[src/hw/rtl/adsr_div.sv]
// ----------------------------------------------------------------------------
// ADSR pipelined divider
// Restoring divider, one quotient bit per stage, with a side word carried along.
// ----------------------------------------------------------------------------
`timescale 1ns / 1ps

module adsr_div #(
   parameter int QW = 16,
   parameter int DW = 24,
   parameter int SW = 1
) (
   input  logic             clock,
   input  logic             reset,
   input  logic             enable,
   input  logic             in_valid,
   input  logic [QW+DW-1:0] in_num,
   input  logic [DW-1:0]    in_den,
   input  logic [SW-1:0]    in_side,
   output logic             out_valid,
   output logic [QW-1:0]    out_quot,
   output logic [SW-1:0]    out_side
);

   localparam int NW = QW + DW;

   logic [QW-1:0] valid_ff;
   logic [NW-1:0] rem_ff  [QW];
   logic [DW-1:0] den_ff  [QW];
   logic [QW-1:0] quot_ff [QW];
   logic [SW-1:0] side_ff [QW];

   logic [NW-1:0] src_rem  [QW];
   logic [DW-1:0] src_den  [QW];
   logic [QW-1:0] src_quot [QW];
   logic [SW-1:0] src_side [QW];
   logic [NW-1:0] shd      [QW];
   logic [NW-1:0] rem_in   [QW];
   logic [QW-1:0] quot_in  [QW];

   always_comb begin
      for (int s = 0; s < QW; s++) begin
         if (s == 0) begin
            src_rem[s]  = in_num;
            src_den[s]  = in_den;
            src_quot[s] = '0;
            src_side[s] = in_side;
         end else begin
            src_rem[s]  = rem_ff[s-1];
            src_den[s]  = den_ff[s-1];
            src_quot[s] = quot_ff[s-1];
            src_side[s] = side_ff[s-1];
         end
         shd[s] = NW'(src_den[s]) << (QW - 1 - s);
         if (src_rem[s] >= shd[s]) begin
            rem_in[s]  = src_rem[s] - shd[s];
            quot_in[s] = src_quot[s] | (QW'(1) << (QW - 1 - s));
         end else begin
            rem_in[s]  = src_rem[s];
            quot_in[s] = src_quot[s];
         end
      end
   end

   always_ff @(posedge clock) begin
      if (reset) begin
         valid_ff <= '0;
      end else if (enable) begin
         valid_ff <= {valid_ff[QW-2:0], in_valid};
      end
   end

   always_ff @(posedge clock) begin
      if (enable) begin
         for (int s = 0; s < QW; s++) begin
            rem_ff[s]  <= rem_in[s];
            den_ff[s]  <= src_den[s];
            quot_ff[s] <= quot_in[s];
            side_ff[s] <= src_side[s];
         end
      end
   end

   assign out_valid = valid_ff[QW-1];
   assign out_quot  = quot_ff[QW-1];
   assign out_side  = side_ff[QW-1];

endmodule

[config.mk]
export PLATFORM = sky130hd
export DESIGN_NAME = adsr_div
export DESIGN_NICKNAME = d
export VERILOG_FILES = /design/src/hw/rtl/adsr_div.sv
export SDC_FILE = /design/constraint.sdc
export NUM_CORES = 2
export LEC_CHECK = 0
export BUFFER_PORTS_ARGS = -buffer_cell sky130_fd_sc_hd__buf_2
export CORE_AREA = 2 2 495 497
export DETAILED_ROUTE_END_ITERATION = 8
export DIE_AREA = 0 0 497 499
export GPL_TIMING_DRIVEN = 0
export PLACE_DENSITY = 0.38
export SLEW_MARGIN = 15
export SYNTH_ARGS = -nofsm -noshare
export SYNTH_HDL_FRONTEND = slang
export SYNTH_SLANG_ARGS = --single-unit
[constraint.sdc]
create_clock -name clock -period 8.12 [get_ports clock]
set_input_delay 1.624 -clock clock [delete_from_list [all_inputs] [get_ports clock]]
set_output_delay 1.624 -clock clock [all_outputs]
set_load 0.05 [all_outputs]
==> metrics <==
# Post-CTS Setup Buffers 0; placed insts 8573; minimum clock period ~5.6 ns; worst-path cell chain buf_12 -> buf_16 -> buf_16 -> buf_16 -> buf_16 -> buf_16 -> buf_16 -> buf_16; Clk pin slew, worst setup/hold paths ~0.050 ns; # H-tree levels 4; predominant post-synthesis flop cell edfxtp_1; Worst path max stage delay 0.51 ns; total gr overflow 0; antenna violations before repair 1; Multi-input gate area ~24000 sq um; Worst Hold Path Cells 0; outcome completed; mapped cell area 60450 sq um; area of the die 248000 sq um; period utilisation layout 68.67%; via density per instance 4.434; Peak Freq 179.3 MHz; Crit path max-delay family buffers and inverters; synth unique cells 96; largest net degree at the start of global routing 144; EDFF count, synth 1112; layout cells sized above 1 7.604%; Pre-antenna DRT Iters 5; Setup CP Type input port to flop; worst hold path type flop to flop; Global Route Usage Sum 12.04%; final core occ 28.82%; fillers roughly 25k; DP Area 65170 sq um; wire per inst between 15 and 20 um; CP max stage cell buf_16; instance count on the critical path 8; CP Data Required Time 8.51 ns; Syn. warnings 0; FF-to-FF path depth 9; power share of the clock group 26.7%; CTS sink count 1128; CTS tree done; Final Wtd Congestion 0.8915; Commonest cells post-synth 1112 x edfxtp_1, 491 x inv_1, 395 x a21oi_1; Leak 26.64 nW; Worst setup EP type flop; post_cts resized 0; most common cell in the netlist edfxtp_1; average cell area after synthesis around 11 sq um; port bufs 85; CORE AREA 242500 sq um; Syn Inst Count 5275; synthesis-to-finish area growth 15.64%; first-pass GRT wire length between 200000 and 250000 um; Final Net Count 5990; Hold Worst Slack slightly above 0.4 ns; unrepaired setup endpoints after global routing false; Worst-Skew Late Latency 0.78 ns; FF/Latch Area between 30000 and 40000 sq um; # rows 181; Slew @ Worst Pin 1.248 ns; hold_buf cts 0; non-filler cells, final slightly below 9k; final slew viol count 0; Post-route DRC 0; post-route ant nets 0; die width 497 um; Max Cap Viol 0; I/O pins 87; syn nets 5743; sw frac around 34%; root buf cell clkbuf_16; design area 69910 sq um; Clock Path Buffers 3; Synth Register Bits 1128; Max VDD drop approximately 0.19 mV; Final WS setup 2.544 ns; Psw slightly above 8 mW; setup TNS 0 ns; top-area cell type share of the netlist area 55.24%; ys async rst share 0%; die height 499 um; Pint around 16 mW; leading post-synthesis cells by cell area edfxtp_1 55%, ha_1 7.9%, a21oi_1 3.3%; Rel. slew slack 16.01%; HPWL after DPL 116300 um; Num CTS Buffers 149; Fin. Hold Viols 0; vias in the first global route 42.26k; crit-path most repeated cell buf_16; Starting Density around 25%; Vias approximately 39k; DRT iter0 DRCs roughly 2.0k; startpoint class of the critical path input port; worst slack at placement approximately 1.5 ns; final wirelength 150600 um; CP Data Arrival Time 5.97 ns; critical path peak fanout 143; Power Total ~24 mW; PD cells between 300 and 400 nW/um^2; Comb power frac 35.7%; worst path buffer plus inverter count 8; register area share after synthesis between 50% and 60%; sequential share of power a little under two fifths; area leader, netlist edfxtp_1; final setup fails 0; Setup Skew 0.02295 ns
[power by group through the flow]
stage                     sequential [mW]  clock (mW)  combinational, mW
after floorplan                      8.77           0               6.46
after global placement               9.30           0               8.44
after detailed placement             9.08           0               8.49
after CTS                            8.97        6.67               8.54
after global routing                 9.12        6.87               9.57
final                                8.97        6.36               8.53
[state kept, by name, indices dropped and copies added, names as in the netlist]
signal    count
den_ff      360
quot_ff     136
rem_ff      600
side_ff      16
valid_ff     16
[layout by cell type, fill, tap and decap left out, drive strengths merged, types with 15 or more instances in the layout]
| cell | instances |
|---|---|
| clkinv | 49 |
| or2 | 16 |
| nand2 | 371 |
| edfxtp | 1112 |
| or3 | 31 |
| xor2 | 177 |
| and2 | 17 |
| buf | 131 |
| mux2 | 59 |
| and3 | 34 |
| dfxtp | 16 |
| nand4 | 57 |
| nand4b | 15 |
| nor2 | 363 |
| o21ai | 334 |
| nor3 | 86 |
| xnor2 | 223 |
| o211ai | 27 |
| fa | 15 |
| a21o | 165 |
| o21bai | 39 |
| o31ai | 38 |
| clkbuf | 302 |
| a31oi | 35 |
| mux2i | 21 |
| nand3 | 76 |
| inv | 499 |
| nand2b | 73 |
| o21a | 69 |
| a211o | 17 |
| ha | 384 |
| a211oi | 46 |
| a21oi | 405 |
| nor4 | 59 |
| nor2b | 60 |
[final timing paths]
check	slack [ns]	end	from
max reg2reg	2.91	rem_ff[0][154]	rem_ff[0][106]
min reg2reg	0.40	quot_ff[1][61]	quot_ff[1][45]
min	0.40	quot_ff[1][61]	quot_ff[1][45]
max	2.54	rem_ff[0][35]	enable
[area by class of cell]
cell class	count	share of cell area, %
clock buffers	204	5.914
well taps	3202	5.731
multi-input cells	3521	34.81
flip-flops and latches	1128	48.22
repair buffers	96	0.9737
plain buffers	133	0.8376
inverters	493	2.647
clock inverters	67	0.8591
diodes	1	0.003580
[metal layers]
metal	track usage [%]	part of all wire, %
met5	0	0
met4	8.158	7.1
met3	1.977	2.8
met2	23.73	54
met1	11.22	36
[logic make-up after synthesis]
group | Yosys count | synth area share (%)
adders and majority gates | 399 | 8.444
buffers and inverters | 626 | 4.030
muxes | 80 | 1.484
xor gates and xnor gates | 400 | 5.795
AOI/OAI and AO/OA | 1310 | 13.71
and+or+nand+nor | 1332 | 10.77
DFF | 1128 | 55.77
(Power assumes the default switching activity.)
